$ cat src/rtl/assert_macros.svh
// Assertion helpers; clocked on clk, disabled while rst_n is low.
`ifndef ASSERT_MACROS_SVH
`define ASSERT_MACROS_SVH

`ifndef SYNTHESIS
`define GTFQ_ASSERT(lbl, prop) \
  lbl: assert property (@(posedge clk) disable iff (!rst_n) prop) \
    else $error("gtfq assertion failed");
`define GTFQ_ASSERT_NEVER(lbl, expr) \
  lbl: assert property (@(posedge clk) disable iff (!rst_n) !(expr)) \
    else $error("gtfq forbidden condition seen");
`else
`define GTFQ_ASSERT(lbl, prop)
`define GTFQ_ASSERT_NEVER(lbl, expr)
`endif

`endif

$ cat src/rtl/gtfq_pkg.sv
package gtfq_pkg;

  localparam int REQ_W      = 2;
  localparam int GEN_W      = 32;
  localparam int FRAME_W    = 64;
  localparam int SAMPLE_W   = 16;
  localparam int LEN_W      = 32;
  localparam int SEL_W      = 4;
  localparam int CNT_W      = 32;
  localparam int QLVL_W     = 3;
  localparam int CFG_IDX_W  = 1;
  localparam int CFG_DATA_W = 16;
  localparam int NUM_STATS  = 10;

  localparam logic [REQ_W-1:0] REQ_PUSH   = 2'd0;
  localparam logic [REQ_W-1:0] REQ_POP    = 2'd1;
  localparam logic [REQ_W-1:0] REQ_REPORT = 2'd2;
  localparam logic [REQ_W-1:0] REQ_READ   = 2'd3;

  localparam logic [CFG_IDX_W-1:0] CFG_ENABLE   = 1'd0;
  localparam logic [CFG_IDX_W-1:0] CFG_EXP_LEN  = 1'd1;
  localparam logic [CFG_DATA_W-1:0] EXP_LEN_RST = 16'd80;

  localparam logic [SEL_W-1:0] ST_PUSHES      = 4'd0;
  localparam logic [SEL_W-1:0] ST_QUEUED      = 4'd1;
  localparam logic [SEL_W-1:0] ST_DEQUEUED    = 4'd2;
  localparam logic [SEL_W-1:0] ST_OVERFLOW    = 4'd3;
  localparam logic [SEL_W-1:0] ST_GEN_DROPS   = 4'd4;
  localparam logic [SEL_W-1:0] ST_GEN_RESETS  = 4'd5;
  localparam logic [SEL_W-1:0] ST_INV_PUSH    = 4'd6;
  localparam logic [SEL_W-1:0] ST_PKTS        = 4'd7;
  localparam logic [SEL_W-1:0] ST_PKT_BYTES   = 4'd8;
  localparam logic [SEL_W-1:0] ST_PKT_INVALID = 4'd9;
  localparam logic [SEL_W-1:0] SEL_LEVEL      = 4'd10;
  localparam logic [SEL_W-1:0] SEL_CUR_GEN    = 4'd11;

  typedef logic [CNT_W-1:0] cnt_t;

  typedef struct packed {
    logic exec;        // complete a non-fetching transaction now
    logic pop_start;   // head read issued, result next cycle
    logic pop_finish;  // head data back, retire the pop
    logic move;        // result register to output register
  } ctl_cmd_t;

  typedef struct packed {
    logic pop_go;      // incoming pop passes length, enable and level checks
  } dp_status_t;

endpackage

$ cat src/rtl/generation_tagged_frame_queue.sv
// channel   direction  handshake                 payload
// in_       to block   in_valid / in_ready       request, generation, frame, lengths, select
// out_      from block out_valid / out_ready     frame, lengths, counter, level, notify
// cfg_      to block   cfg_we (no wait)          cfg_index, cfg_wdata
//
// A request executes at its accepting edge, which loads the result register; the result
// moves to the output register when that is free. A reading pop first passes through
// the registered slot RAM read. in_ready is low while the result register is occupied or
// a pop read is pending, so no request is taken until the last result moves on.
// rst_n is synchronous; it resets pointers, counters, generation and config, not slot data.
module generation_tagged_frame_queue #(
  parameter int QUEUE_DEPTH   = 4,
  parameter int FRAME_SAMPLES = 160
) (
  input  logic                              clk,
  input  logic                              rst_n,
  input  logic                              cfg_we,
  input  logic [gtfq_pkg::CFG_IDX_W-1:0]    cfg_index,
  input  logic [gtfq_pkg::CFG_DATA_W-1:0]   cfg_wdata,
  input  logic                              in_valid,
  output logic                              in_ready,
  input  logic [gtfq_pkg::REQ_W-1:0]        in_req_type,
  input  logic [gtfq_pkg::GEN_W-1:0]        in_generation,
  input  logic [gtfq_pkg::FRAME_W-1:0]      in_frame_word,
  input  logic [gtfq_pkg::SAMPLE_W-1:0]     in_sample_count,
  input  logic                              in_buffer_present,
  input  logic [gtfq_pkg::LEN_W-1:0]        in_length,
  input  logic [gtfq_pkg::SEL_W-1:0]        in_counter_select,
  output logic                              out_valid,
  input  logic                              out_ready,
  output logic                              out_frame_valid,
  output logic [gtfq_pkg::FRAME_W-1:0]      out_frame_out,
  output logic [gtfq_pkg::LEN_W-1:0]        out_returned_length,
  output logic [gtfq_pkg::CNT_W-1:0]        out_counter_value,
  output logic [gtfq_pkg::QLVL_W-1:0]       out_queue_level,
  output logic                              out_data_notify
);
  import gtfq_pkg::*;

  ctl_cmd_t   cmd;
  dp_status_t status;

  gtfq_ctrl u_ctrl (
    .clk       (clk),
    .rst_n     (rst_n),
    .in_valid  (in_valid),
    .in_ready  (in_ready),
    .out_valid (out_valid),
    .out_ready (out_ready),
    .status    (status),
    .cmd       (cmd)
  );

  gtfq_dp #(
    .QUEUE_DEPTH   (QUEUE_DEPTH),
    .FRAME_SAMPLES (FRAME_SAMPLES)
  ) u_dp (
    .clk                 (clk),
    .rst_n               (rst_n),
    .cmd                 (cmd),
    .status              (status),
    .cfg_we              (cfg_we),
    .cfg_index           (cfg_index),
    .cfg_wdata           (cfg_wdata),
    .in_req_type         (in_req_type),
    .in_generation       (in_generation),
    .in_frame_word       (in_frame_word),
    .in_sample_count     (in_sample_count),
    .in_buffer_present   (in_buffer_present),
    .in_length           (in_length),
    .in_counter_select   (in_counter_select),
    .out_frame_valid     (out_frame_valid),
    .out_frame_out       (out_frame_out),
    .out_returned_length (out_returned_length),
    .out_counter_value   (out_counter_value),
    .out_queue_level     (out_queue_level),
    .out_data_notify     (out_data_notify)
  );

endmodule

$ cat src/rtl/gtfq_ram.sv
module gtfq_ram #(
  parameter int WIDTH = 96,
  parameter int DEPTH = 4,
  localparam int AW = $clog2(DEPTH)
) (
  input  logic             clk,
  input  logic             we,
  input  logic [AW-1:0]    waddr,
  input  logic [WIDTH-1:0] wdata,
  input  logic             re,
  input  logic [AW-1:0]    raddr,
  output logic [WIDTH-1:0] rdata
);

  logic [WIDTH-1:0] mem [DEPTH];

  always_ff @(posedge clk) begin
    if (we) begin
      mem[waddr] <= wdata;
    end
    if (re) begin
      rdata <= mem[raddr];
    end
  end

endmodule

$ cat src/rtl/gtfq_ctrl.sv
`include "assert_macros.svh"

module gtfq_ctrl (
  input  logic                  clk,
  input  logic                  rst_n,
  input  logic                  in_valid,
  output logic                  in_ready,
  output logic                  out_valid,
  input  logic                  out_ready,
  input  gtfq_pkg::dp_status_t  status,
  output gtfq_pkg::ctl_cmd_t    cmd
);
  import gtfq_pkg::*;

  localparam logic [0:0] ST_IDLE = 1'b0;
  localparam logic [0:0] ST_POP  = 1'b1;

  logic [0:0] state_r, state_nxt;
  logic       res_valid_r, res_valid_nxt;
  logic       out_valid_r, out_valid_nxt;
  logic       fire;

  assign in_ready  = (state_r == ST_IDLE) && !res_valid_r;
  assign out_valid = out_valid_r;
  assign fire      = in_valid && in_ready;

  always_comb begin
    cmd.exec       = fire && !status.pop_go;
    cmd.pop_start  = fire && status.pop_go;
    cmd.pop_finish = (state_r == ST_POP);
    cmd.move       = res_valid_r && (!out_valid_r || out_ready);
  end

  always_comb begin
    state_nxt = state_r;
    unique case (state_r)
      ST_IDLE: begin
        if (cmd.pop_start) begin
          state_nxt = ST_POP;
        end
      end
      ST_POP: begin
        state_nxt = ST_IDLE;
      end
      default: state_nxt = ST_IDLE;
    endcase
  end

  always_comb begin
    res_valid_nxt = res_valid_r;
    if (cmd.move) begin
      res_valid_nxt = 1'b0;
    end
    if (cmd.exec || cmd.pop_finish) begin
      res_valid_nxt = 1'b1;
    end
    out_valid_nxt = out_valid_r;
    if (out_ready) begin
      out_valid_nxt = 1'b0;
    end
    if (cmd.move) begin
      out_valid_nxt = 1'b1;
    end
  end

  always_ff @(posedge clk) begin
    if (!rst_n) begin
      state_r     <= ST_IDLE;
      res_valid_r <= 1'b0;
      out_valid_r <= 1'b0;
    end else begin
      state_r     <= state_nxt;
      res_valid_r <= res_valid_nxt;
      out_valid_r <= out_valid_nxt;
    end
  end

  `GTFQ_ASSERT(a_pop_two_cycles, cmd.pop_start |=> cmd.pop_finish && !in_ready)
  `GTFQ_ASSERT(a_finish_loads_res, cmd.pop_finish |=> res_valid_r)
  `GTFQ_ASSERT(a_res_held, res_valid_r && !cmd.move |=> res_valid_r)
  `GTFQ_ASSERT_NEVER(a_finish_overlap, cmd.pop_finish && res_valid_r)

endmodule

$ cat src/rtl/gtfq_dp.sv
`include "assert_macros.svh"

module gtfq_dp #(
  parameter int QUEUE_DEPTH   = 4,
  parameter int FRAME_SAMPLES = 160
) (
  input  logic                              clk,
  input  logic                              rst_n,
  input  gtfq_pkg::ctl_cmd_t                cmd,
  output gtfq_pkg::dp_status_t              status,
  input  logic                              cfg_we,
  input  logic [gtfq_pkg::CFG_IDX_W-1:0]    cfg_index,
  input  logic [gtfq_pkg::CFG_DATA_W-1:0]   cfg_wdata,
  input  logic [gtfq_pkg::REQ_W-1:0]        in_req_type,
  input  logic [gtfq_pkg::GEN_W-1:0]        in_generation,
  input  logic [gtfq_pkg::FRAME_W-1:0]      in_frame_word,
  input  logic [gtfq_pkg::SAMPLE_W-1:0]     in_sample_count,
  input  logic                              in_buffer_present,
  input  logic [gtfq_pkg::LEN_W-1:0]        in_length,
  input  logic [gtfq_pkg::SEL_W-1:0]        in_counter_select,
  output logic                              out_frame_valid,
  output logic [gtfq_pkg::FRAME_W-1:0]      out_frame_out,
  output logic [gtfq_pkg::LEN_W-1:0]        out_returned_length,
  output logic [gtfq_pkg::CNT_W-1:0]        out_counter_value,
  output logic [gtfq_pkg::QLVL_W-1:0]       out_queue_level,
  output logic                              out_data_notify
);
  import gtfq_pkg::*;

  localparam int PW = $clog2(QUEUE_DEPTH);
  localparam int LW = $clog2(QUEUE_DEPTH + 1);
  localparam int SW = LW + 1;
  localparam int RW = GEN_W + FRAME_W;
  localparam logic [LEN_W-1:0]    POP_BYTES   = LEN_W'(2 * FRAME_SAMPLES);
  localparam logic [SAMPLE_W-1:0] FRAME_SMP   = SAMPLE_W'(FRAME_SAMPLES);
  localparam logic [LW-1:0]       LVL_FULL    = LW'(QUEUE_DEPTH);
  localparam logic [SW-1:0]       DEPTH_S     = SW'(QUEUE_DEPTH);
  localparam logic [PW-1:0]       PTR_LAST    = PW'(QUEUE_DEPTH - 1);

  function automatic logic [PW-1:0] ptr_inc(input logic [PW-1:0] p);
    ptr_inc = (p == PTR_LAST) ? '0 : p + 1'b1;
  endfunction

  logic                  enable_r;
  logic [CFG_DATA_W-1:0] exp_len_r;
  logic [PW-1:0]         head_r, head_nxt;
  logic [LW-1:0]         level_r, level_nxt;
  logic [GEN_W-1:0]      cur_gen_r, cur_gen_nxt;
  cnt_t                  cnt_r   [NUM_STATS];
  cnt_t                  cnt_nxt [NUM_STATS];

  logic                  res_fvalid_r, res_fvalid_nxt;
  logic [FRAME_W-1:0]    res_frame_r, res_frame_nxt;
  logic [LEN_W-1:0]      res_rlen_r, res_rlen_nxt;
  logic [CNT_W-1:0]      res_cval_r, res_cval_nxt;
  logic [QLVL_W-1:0]     res_level_r, res_level_nxt;
  logic                  res_notify_r, res_notify_nxt;

  logic                  out_fvalid_r;
  logic [FRAME_W-1:0]    out_frame_r;
  logic [LEN_W-1:0]      out_rlen_r;
  logic [CNT_W-1:0]      out_cval_r;
  logic [QLVL_W-1:0]     out_level_r;
  logic                  out_notify_r;

  logic                  ram_we;
  logic [PW-1:0]         ram_waddr;
  logic [RW-1:0]         ram_rdata;
  logic [GEN_W-1:0]      rd_gen;
  logic [FRAME_W-1:0]    rd_frame;
  logic                  push_ok;
  logic [CNT_W-1:0]      cval;

  assign status.pop_go = (in_req_type == REQ_POP) && (in_length == POP_BYTES)
                         && enable_r && (level_r != '0);
  assign push_ok = enable_r && (in_generation != '0) && in_buffer_present
                   && (in_sample_count == FRAME_SMP);
  assign rd_gen   = ram_rdata[RW-1:FRAME_W];
  assign rd_frame = ram_rdata[FRAME_W-1:0];

  gtfq_ram #(
    .WIDTH (RW),
    .DEPTH (QUEUE_DEPTH)
  ) u_slots (
    .clk   (clk),
    .we    (ram_we),
    .waddr (ram_waddr),
    .wdata ({in_generation, in_frame_word}),
    .re    (cmd.pop_start),
    .raddr (head_r),
    .rdata (ram_rdata)
  );

  always_comb begin
    cval = '0;
    if (in_counter_select < SEL_W'(NUM_STATS)) begin
      cval = cnt_r[in_counter_select];
    end else if (in_counter_select == SEL_LEVEL) begin
      cval = CNT_W'(level_r);
    end else if (in_counter_select == SEL_CUR_GEN) begin
      cval = cur_gen_r;
    end
  end

  always_comb begin
    logic [PW-1:0] h0, h1;
    logic [LW-1:0] l0, l1;
    logic [SW-1:0] tsum;
    h0 = head_r;
    l0 = level_r;
    h1 = head_r;
    l1 = level_r;
    tsum = '0;
    head_nxt    = head_r;
    level_nxt   = level_r;
    cur_gen_nxt = cur_gen_r;
    cnt_nxt     = cnt_r;
    ram_we      = 1'b0;
    ram_waddr   = '0;
    res_fvalid_nxt = res_fvalid_r;
    res_frame_nxt  = res_frame_r;
    res_rlen_nxt   = res_rlen_r;
    res_cval_nxt   = res_cval_r;
    res_level_nxt  = res_level_r;
    res_notify_nxt = res_notify_r;

    if (cmd.exec) begin
      res_fvalid_nxt = 1'b0;
      res_frame_nxt  = '0;
      res_rlen_nxt   = '0;
      res_cval_nxt   = '0;
      res_notify_nxt = 1'b0;
      case (in_req_type)
        REQ_PUSH: begin
          cnt_nxt[ST_PUSHES] = cnt_r[ST_PUSHES] + 1'b1;
          if (!push_ok) begin
            cnt_nxt[ST_INV_PUSH] = cnt_r[ST_INV_PUSH] + 1'b1;
          end else begin
            if (cur_gen_r != in_generation) begin
              cnt_nxt[ST_GEN_DROPS]  = cnt_r[ST_GEN_DROPS] + CNT_W'(level_r);
              cnt_nxt[ST_GEN_RESETS] = cnt_r[ST_GEN_RESETS] + 1'b1;
              cur_gen_nxt = in_generation;
              h0 = '0;
              l0 = '0;
            end
            h1 = h0;
            l1 = l0;
            if (l0 == LVL_FULL) begin
              h1 = ptr_inc(h0);
              l1 = l0 - 1'b1;
              cnt_nxt[ST_OVERFLOW] = cnt_r[ST_OVERFLOW] + 1'b1;
            end
            tsum = SW'(h1) + SW'(l1);
            if (tsum >= DEPTH_S) begin
              tsum = tsum - DEPTH_S;
            end
            ram_we    = 1'b1;
            ram_waddr = tsum[PW-1:0];
            head_nxt  = h1;
            level_nxt = l1 + 1'b1;
            cnt_nxt[ST_QUEUED] = cnt_r[ST_QUEUED] + 1'b1;
            res_notify_nxt = 1'b1;
          end
        end
        REQ_REPORT: begin
          cnt_nxt[ST_PKTS]      = cnt_r[ST_PKTS] + 1'b1;
          cnt_nxt[ST_PKT_BYTES] = cnt_r[ST_PKT_BYTES] + in_length;
          if (!in_buffer_present || (in_length != LEN_W'(exp_len_r))) begin
            cnt_nxt[ST_PKT_INVALID] = cnt_r[ST_PKT_INVALID] + 1'b1;
          end
          res_rlen_nxt = in_length;
        end
        REQ_READ: begin
          res_cval_nxt = cval;
        end
        default: begin
          // pop that failed its checks: no change
        end
      endcase
      res_level_nxt = QLVL_W'(level_nxt);
    end

    if (cmd.pop_finish) begin
      head_nxt  = ptr_inc(head_r);
      level_nxt = level_r - 1'b1;
      res_frame_nxt  = '0;
      res_fvalid_nxt = 1'b0;
      res_rlen_nxt   = '0;
      res_cval_nxt   = '0;
      res_notify_nxt = 1'b0;
      if (rd_gen != cur_gen_r) begin
        cnt_nxt[ST_GEN_DROPS] = cnt_r[ST_GEN_DROPS] + 1'b1;
      end else begin
        cnt_nxt[ST_DEQUEUED] = cnt_r[ST_DEQUEUED] + 1'b1;
        res_fvalid_nxt = 1'b1;
        res_frame_nxt  = rd_frame;
        res_rlen_nxt   = POP_BYTES;
      end
      res_level_nxt = QLVL_W'(level_nxt);
    end
  end

  always_ff @(posedge clk) begin
    if (!rst_n) begin
      enable_r  <= 1'b0;
      exp_len_r <= EXP_LEN_RST;
      head_r    <= '0;
      level_r   <= '0;
      cur_gen_r <= '0;
      for (int i = 0; i < NUM_STATS; i++) begin
        cnt_r[i] <= '0;
      end
    end else begin
      if (cfg_we) begin
        unique case (cfg_index)
          CFG_ENABLE:  enable_r  <= cfg_wdata[0];
          CFG_EXP_LEN: exp_len_r <= cfg_wdata;
          default: ;
        endcase
      end
      head_r    <= head_nxt;
      level_r   <= level_nxt;
      cur_gen_r <= cur_gen_nxt;
      cnt_r     <= cnt_nxt;
    end
  end

  always_ff @(posedge clk) begin
    res_fvalid_r <= res_fvalid_nxt;
    res_frame_r  <= res_frame_nxt;
    res_rlen_r   <= res_rlen_nxt;
    res_cval_r   <= res_cval_nxt;
    res_level_r  <= res_level_nxt;
    res_notify_r <= res_notify_nxt;
    if (cmd.move) begin
      out_fvalid_r <= res_fvalid_r;
      out_frame_r  <= res_frame_r;
      out_rlen_r   <= res_rlen_r;
      out_cval_r   <= res_cval_r;
      out_level_r  <= res_level_r;
      out_notify_r <= res_notify_r;
    end
  end

  assign out_frame_valid     = out_fvalid_r;
  assign out_frame_out       = out_frame_r;
  assign out_returned_length = out_rlen_r;
  assign out_counter_value   = out_cval_r;
  assign out_queue_level     = out_level_r;
  assign out_data_notify     = out_notify_r;

  `GTFQ_ASSERT_NEVER(a_level_bound, level_r > LVL_FULL)
  `GTFQ_ASSERT_NEVER(a_head_bound, head_r > PTR_LAST)
  `GTFQ_ASSERT(a_push_fills, cmd.exec && (in_req_type == REQ_PUSH) && push_ok |=> level_r != '0)
  `GTFQ_ASSERT(a_pop_drains, cmd.pop_start |=> level_r != '0 && $stable(level_r))

endmodule
$ cat config.mk
export PLATFORM = sky130hd
export DESIGN_NAME = generation_tagged_frame_queue
export DESIGN_NICKNAME = d
export VERILOG_FILES = /design/src/rtl/gtfq_pkg.sv /design/src/rtl/generation_tagged_frame_queue.sv /design/src/rtl/gtfq_ram.sv /design/src/rtl/gtfq_ctrl.sv /design/src/rtl/gtfq_dp.sv
export VERILOG_INCLUDE_DIRS = /design/src /design/src/rtl
export SDC_FILE = /design/constraint.sdc
export NUM_CORES = 2
export LEC_CHECK = 0
export BUFFER_PORTS_ARGS = -buffer_cell sky130_fd_sc_hd__buf_2
export CAP_MARGIN = 5
export CORE_ASPECT_RATIO = 1.4
export CORE_UTILIZATION = 55
export CTS_CLUSTER_SIZE = 25
export DETAILED_ROUTE_END_ITERATION = 7
export PLACE_DENSITY = 0.78
export SLEW_MARGIN = 20
export SYNTH_ARGS = -nofsm -noshare
export SYNTH_HDL_FRONTEND = slang
export SYNTH_SLANG_ARGS = --single-unit
$ cat constraint.sdc
create_clock -name clk -period 12.19 [get_ports clk]
set_clock_uncertainty 0.15 [all_clocks]
set_input_delay 1.219 -clock clk [delete_from_list [all_inputs] [get_ports clk]]
set_output_delay 1.219 -clock clk [all_outputs]
set_load 0.005 [all_outputs]
==> impl_metrics.csv <==
group,metric,value,unit
yosys,syn_avg_cell_area,13.1,um2
die,dieArea,86900,um2
clocking,cts_tree,"built",
global_routing,antenna_found_initial,22,
drt,ant_nets,0,
finish,syn_to_final_growth,12.6,%
critical_path,cp_slowest_stage_delay,1.07,ns
clocking,clock_latency,0.69,ns
global_routing,grt_overflow_total,0,
power_and_ir_drop,powerDensity,141,nW/um2
critical_path,startpoint_type,"input pin",
sta,worst_slew_pin_slew,1.25,ns
clocking,cts_sinks,1123,
global_routing,grt_pass1_vias,29315,
run,cap_violations,0,
run_status,outcome,"finished, final reports clean",
critical_path,crit_type,"in2reg",
critical_path,cp_slowest_cell,"nor4_1",
die,core.rowCount,126,
critical_path,regToRegEndpoint,"u_dp.u_slots.mem[2][50]$_DFFE_PP_",
sta,rsz0062_at_grt,"false",
critical_path,rr_worst_depth,14,
power_and_ir_drop,p_leak,18.1,nW
drt,dr.pass1.iters,6,
sta,slew_headroom,0.147,
die,die_h,348,um
worst_hold_path,worstHoldStart,"u_dp.res_frame_r[4]$_SDFFCE_PN0P_",
drt,routed_wl,116000,um
drt,via_count,30109,
die,core,84700,um2
yosys,synth_seq_cells,1123,
clocking,numCtsBuffers,100,
critical_path,worstPathMaxFanout,49,
finish,fin_util,0.627,
clocking,post-cts-setup-buffers,0,
yosys,synth_edf_count,713,
yosys,async_flop_share,0,
yosys,syn-num-nets,3811,
sta,finalCriticalPeriod,6.37,ns
critical_path,r2r_setup_slack,6.13,ns
placed_design,portBuffers,307,
clocking,cts_root_buf,"clkbuf_16",
drt,drt-initial-drc-count,2454,
finish,final_common_cell,"edfxtp_1",
global_routing,grt_max_degree,165,
critical_path,cp_top_family,"simple AND/OR/NAND/NOR gates",
sta,fmax,157,MHz
sta,tns,0,ns
die,io_pins,308,
drt,top_layer_used,"met5",
drt,wl_met2,58400,um
clocking,cts_hold_buf,0,
critical_path,worstPathRequired,12.34,ns
sta,report.final.slew_viol_count,0,
clocking,clk_path_buf_depth,3,
critical_path,rr_startpoint,"u_dp.cur_gen_r[24]$_SDFFE_PN0P_",
critical_path,crit_arrival,6.52,ns
finish,final_cell_mix,"713 x edfxtp_1, 408 x dfxtp_1, 307 x nor2_1",
placed_design,routabilityCongestion,0.925,
yosys,yosys_warnings,0,
yosys,synth.distinct_cells,72,
drt,vias_per_cell,5.96,
placed_design,hpwl,76800,um
drt,drc,0,
power_and_ir_drop,total_power,7.48,mW
clocking,cts_resized,0,
drt,wl_per_cell,23.0,um
die,fp.dieW,249,um
yosys,ys.flop_type,"edfxtp_1",
yosys,seq_area_frac_synth,0.628,
yosys,synthCells,3587,
finish,nets,4093,
drt,wl_met3,7750,um
clocking,cts_htree_levels,3,
finish,filler_cell_count,6200,
yosys,syn_area,47100,um2
critical_path,endpoint_kind,"flop",
global_routing,grt_pass1_wl,174000,um
sta,hold_viol,0,
sta,post-route-period-util,0.523,
critical_path,path_cells,"buf_2 -> xnor2_1 -> nand4_1 -> nor4_1 -> and2_1 -> nand2_1 -> ha_1 -> and2_1 -> xnor2_1 -> and3_1 -> ha_1 -> xor2_1 -> nor3_2 -> buf_4 -> buf_4",
die,initial_core_util,0.557,
drt,met1_length,43800,um
critical_path,worst-path-buf-inv,3,
power_and_ir_drop,ir_drop,183,uV
worst_hold_path,hold_class,"reg2reg",
worst_hold_path,min_path_cells,0,
clocking,clkSlewWorstSetupHoldPaths,0.06,ns
finish,drive_gt1_frac,0.175,
sta,finalSetupViolCount,0,
global_routing,grtUsageTotal,0.265,
worst_hold_path,hold_end,"u_dp.out_frame_out[4]$_DFFE_PP_",
registers in the layout, indices dropped and copies added (netlist names), 2 cells and up:
signal                    count
u_dp.u_slots.rdata           96
u_dp.res_cval_r              32
u_dp.res_frame_r             64
u_dp.out_frame_out           64
u_dp.out_queue_level          3
u_dp.exp_len_r               16
u_dp.res_rlen_r              32
u_dp.cur_gen_r               32
u_dp.out_counter_value       32
u_dp.out_returned_length     32
u_dp.head_r                   2
u_dp.level_r                  3
u_dp.cnt_r                  320
u_dp.u_slots.mem            384
u_dp.res_level_r              3
metal layers:
metal,up-vias,global-route usage
li1,13755,-
met4,16,0.135
met2,1192,0.454
met1,14843,0.323
met5,-,0
met3,303,0.0443
worst max path at each step:
stage / start / endpoint / slack (ns) / cells after the start
2_1_floorplan: in_length[27] / u_dp.u_slots.rdata[0]$_DFFE_PP_ / 0.26 / 3
3_3_place_gp: in_generation[24] / u_dp.u_slots.mem[2][49]$_DFFE_PP_ / 5.52 / 15
3_5_place_dp: in_generation[24] / u_dp.u_slots.mem[2][32]$_DFFE_PP_ / 5.39 / 15
4_1_cts: in_generation[24] / u_dp.u_slots.mem[1][49]$_DFFE_PP_ / 6.05 / 15
5_1_grt: in_generation[24] / u_dp.u_slots.mem[2][52]$_DFFE_PP_ / 5.77 / 15
6_report: in_generation[24] / u_dp.u_slots.mem[2][50]$_DFFE_PP_ / 5.82 / 15
cell families after synthesis:
group | after synthesis | synth area share
buffers and inverters | 265 | 0.0216
AOI/OAI and AO/OA | 370 | 0.0494
adders and majority gates | 51 | 0.0139
and+or+nand+nor | 1175 | 0.125
xor gates and xnor gates | 327 | 0.0607
DFF | 1123 | 0.628
muxes | 276 | 0.101
report_power, final:
part / internal [mW] / switching [mW] / leakage [nW]
logic: 0.0909 / 0.181 / 6.55
registers: 4.07 / 0.0190 / 9.92
clock network: 1.68 / 1.44 / 1.58
total: 5.84 / 1.64 / 18.1
metrics by stage:
step                instances  setup slack [ns]  instance area (um2)  hold slack [ns]
floorplan                3587             0.257                47100            0.250
global placement         4854              5.52                49800            0.250
detailed placement       4854              5.39                49800            0.255
CTS                      5042              6.05                53000            0.262
global route             5048              5.77                53100            0.269
finish                   5053              5.82                53100            0.264
final cells by class:
class | instances | area (um2) | share of cell area
antenna | 10 | 25.0 | 0.000471
inverter | 99 | 382 | 0.00719
sequential | 1123 | 29600 | 0.558
tap | 1088 | 1360 | 0.0256
clock inverter | 61 | 559 | 0.0105
multi-input combinational | 2199 | 16600 | 0.312
clock buffer | 127 | 2700 | 0.0509
timing repair buffer | 346 | 1840 | 0.0346
Yosys cell counts (3+ instances only):
cell type	instances	area share
a2111oi_0	6	0.0011
a211o_1	4	0.00074
a211oi_1	5	0.00080
a21o_1	19	0.0030
a21oi_1	119	0.013
a22o_1	32	0.0059
a31oi_1	9	0.0012
and2_1	131	0.017
and3_1	47	0.0062
and4_1	18	0.0033
buf_1	28	0.0022
buf_2	17	0.0018
clkbuf_1	120	0.0096
dfxtp_1	410	0.17
edfxtp_1	713	0.45
ha_1	49	0.013
inv_1	98	0.0078
mux2i_1	115	0.024
mux4_2	161	0.077
nand2_1	242	0.019
nand2b_1	23	0.0031
nand3_1	104	0.011
nand3b_1	5	0.00080
nand4_1	78	0.010
nor2_1	310	0.025
nor2b_1	13	0.0017
nor3_1	70	0.0074
nor3b_1	7	0.0011
nor4_1	46	0.0061
nor4b_1	8	0.0015
o211ai_1	15	0.0024
o21a_1	10	0.0016
o21ai_0	94	0.010
o22ai_1	31	0.0041
o31ai_1	3	0.00048
or2_2	4	0.00053
or3_1	56	0.0074
xnor2_1	221	0.041
xor2_1	106	0.020
Note: power is estimated with default switching activity, not from simulation.
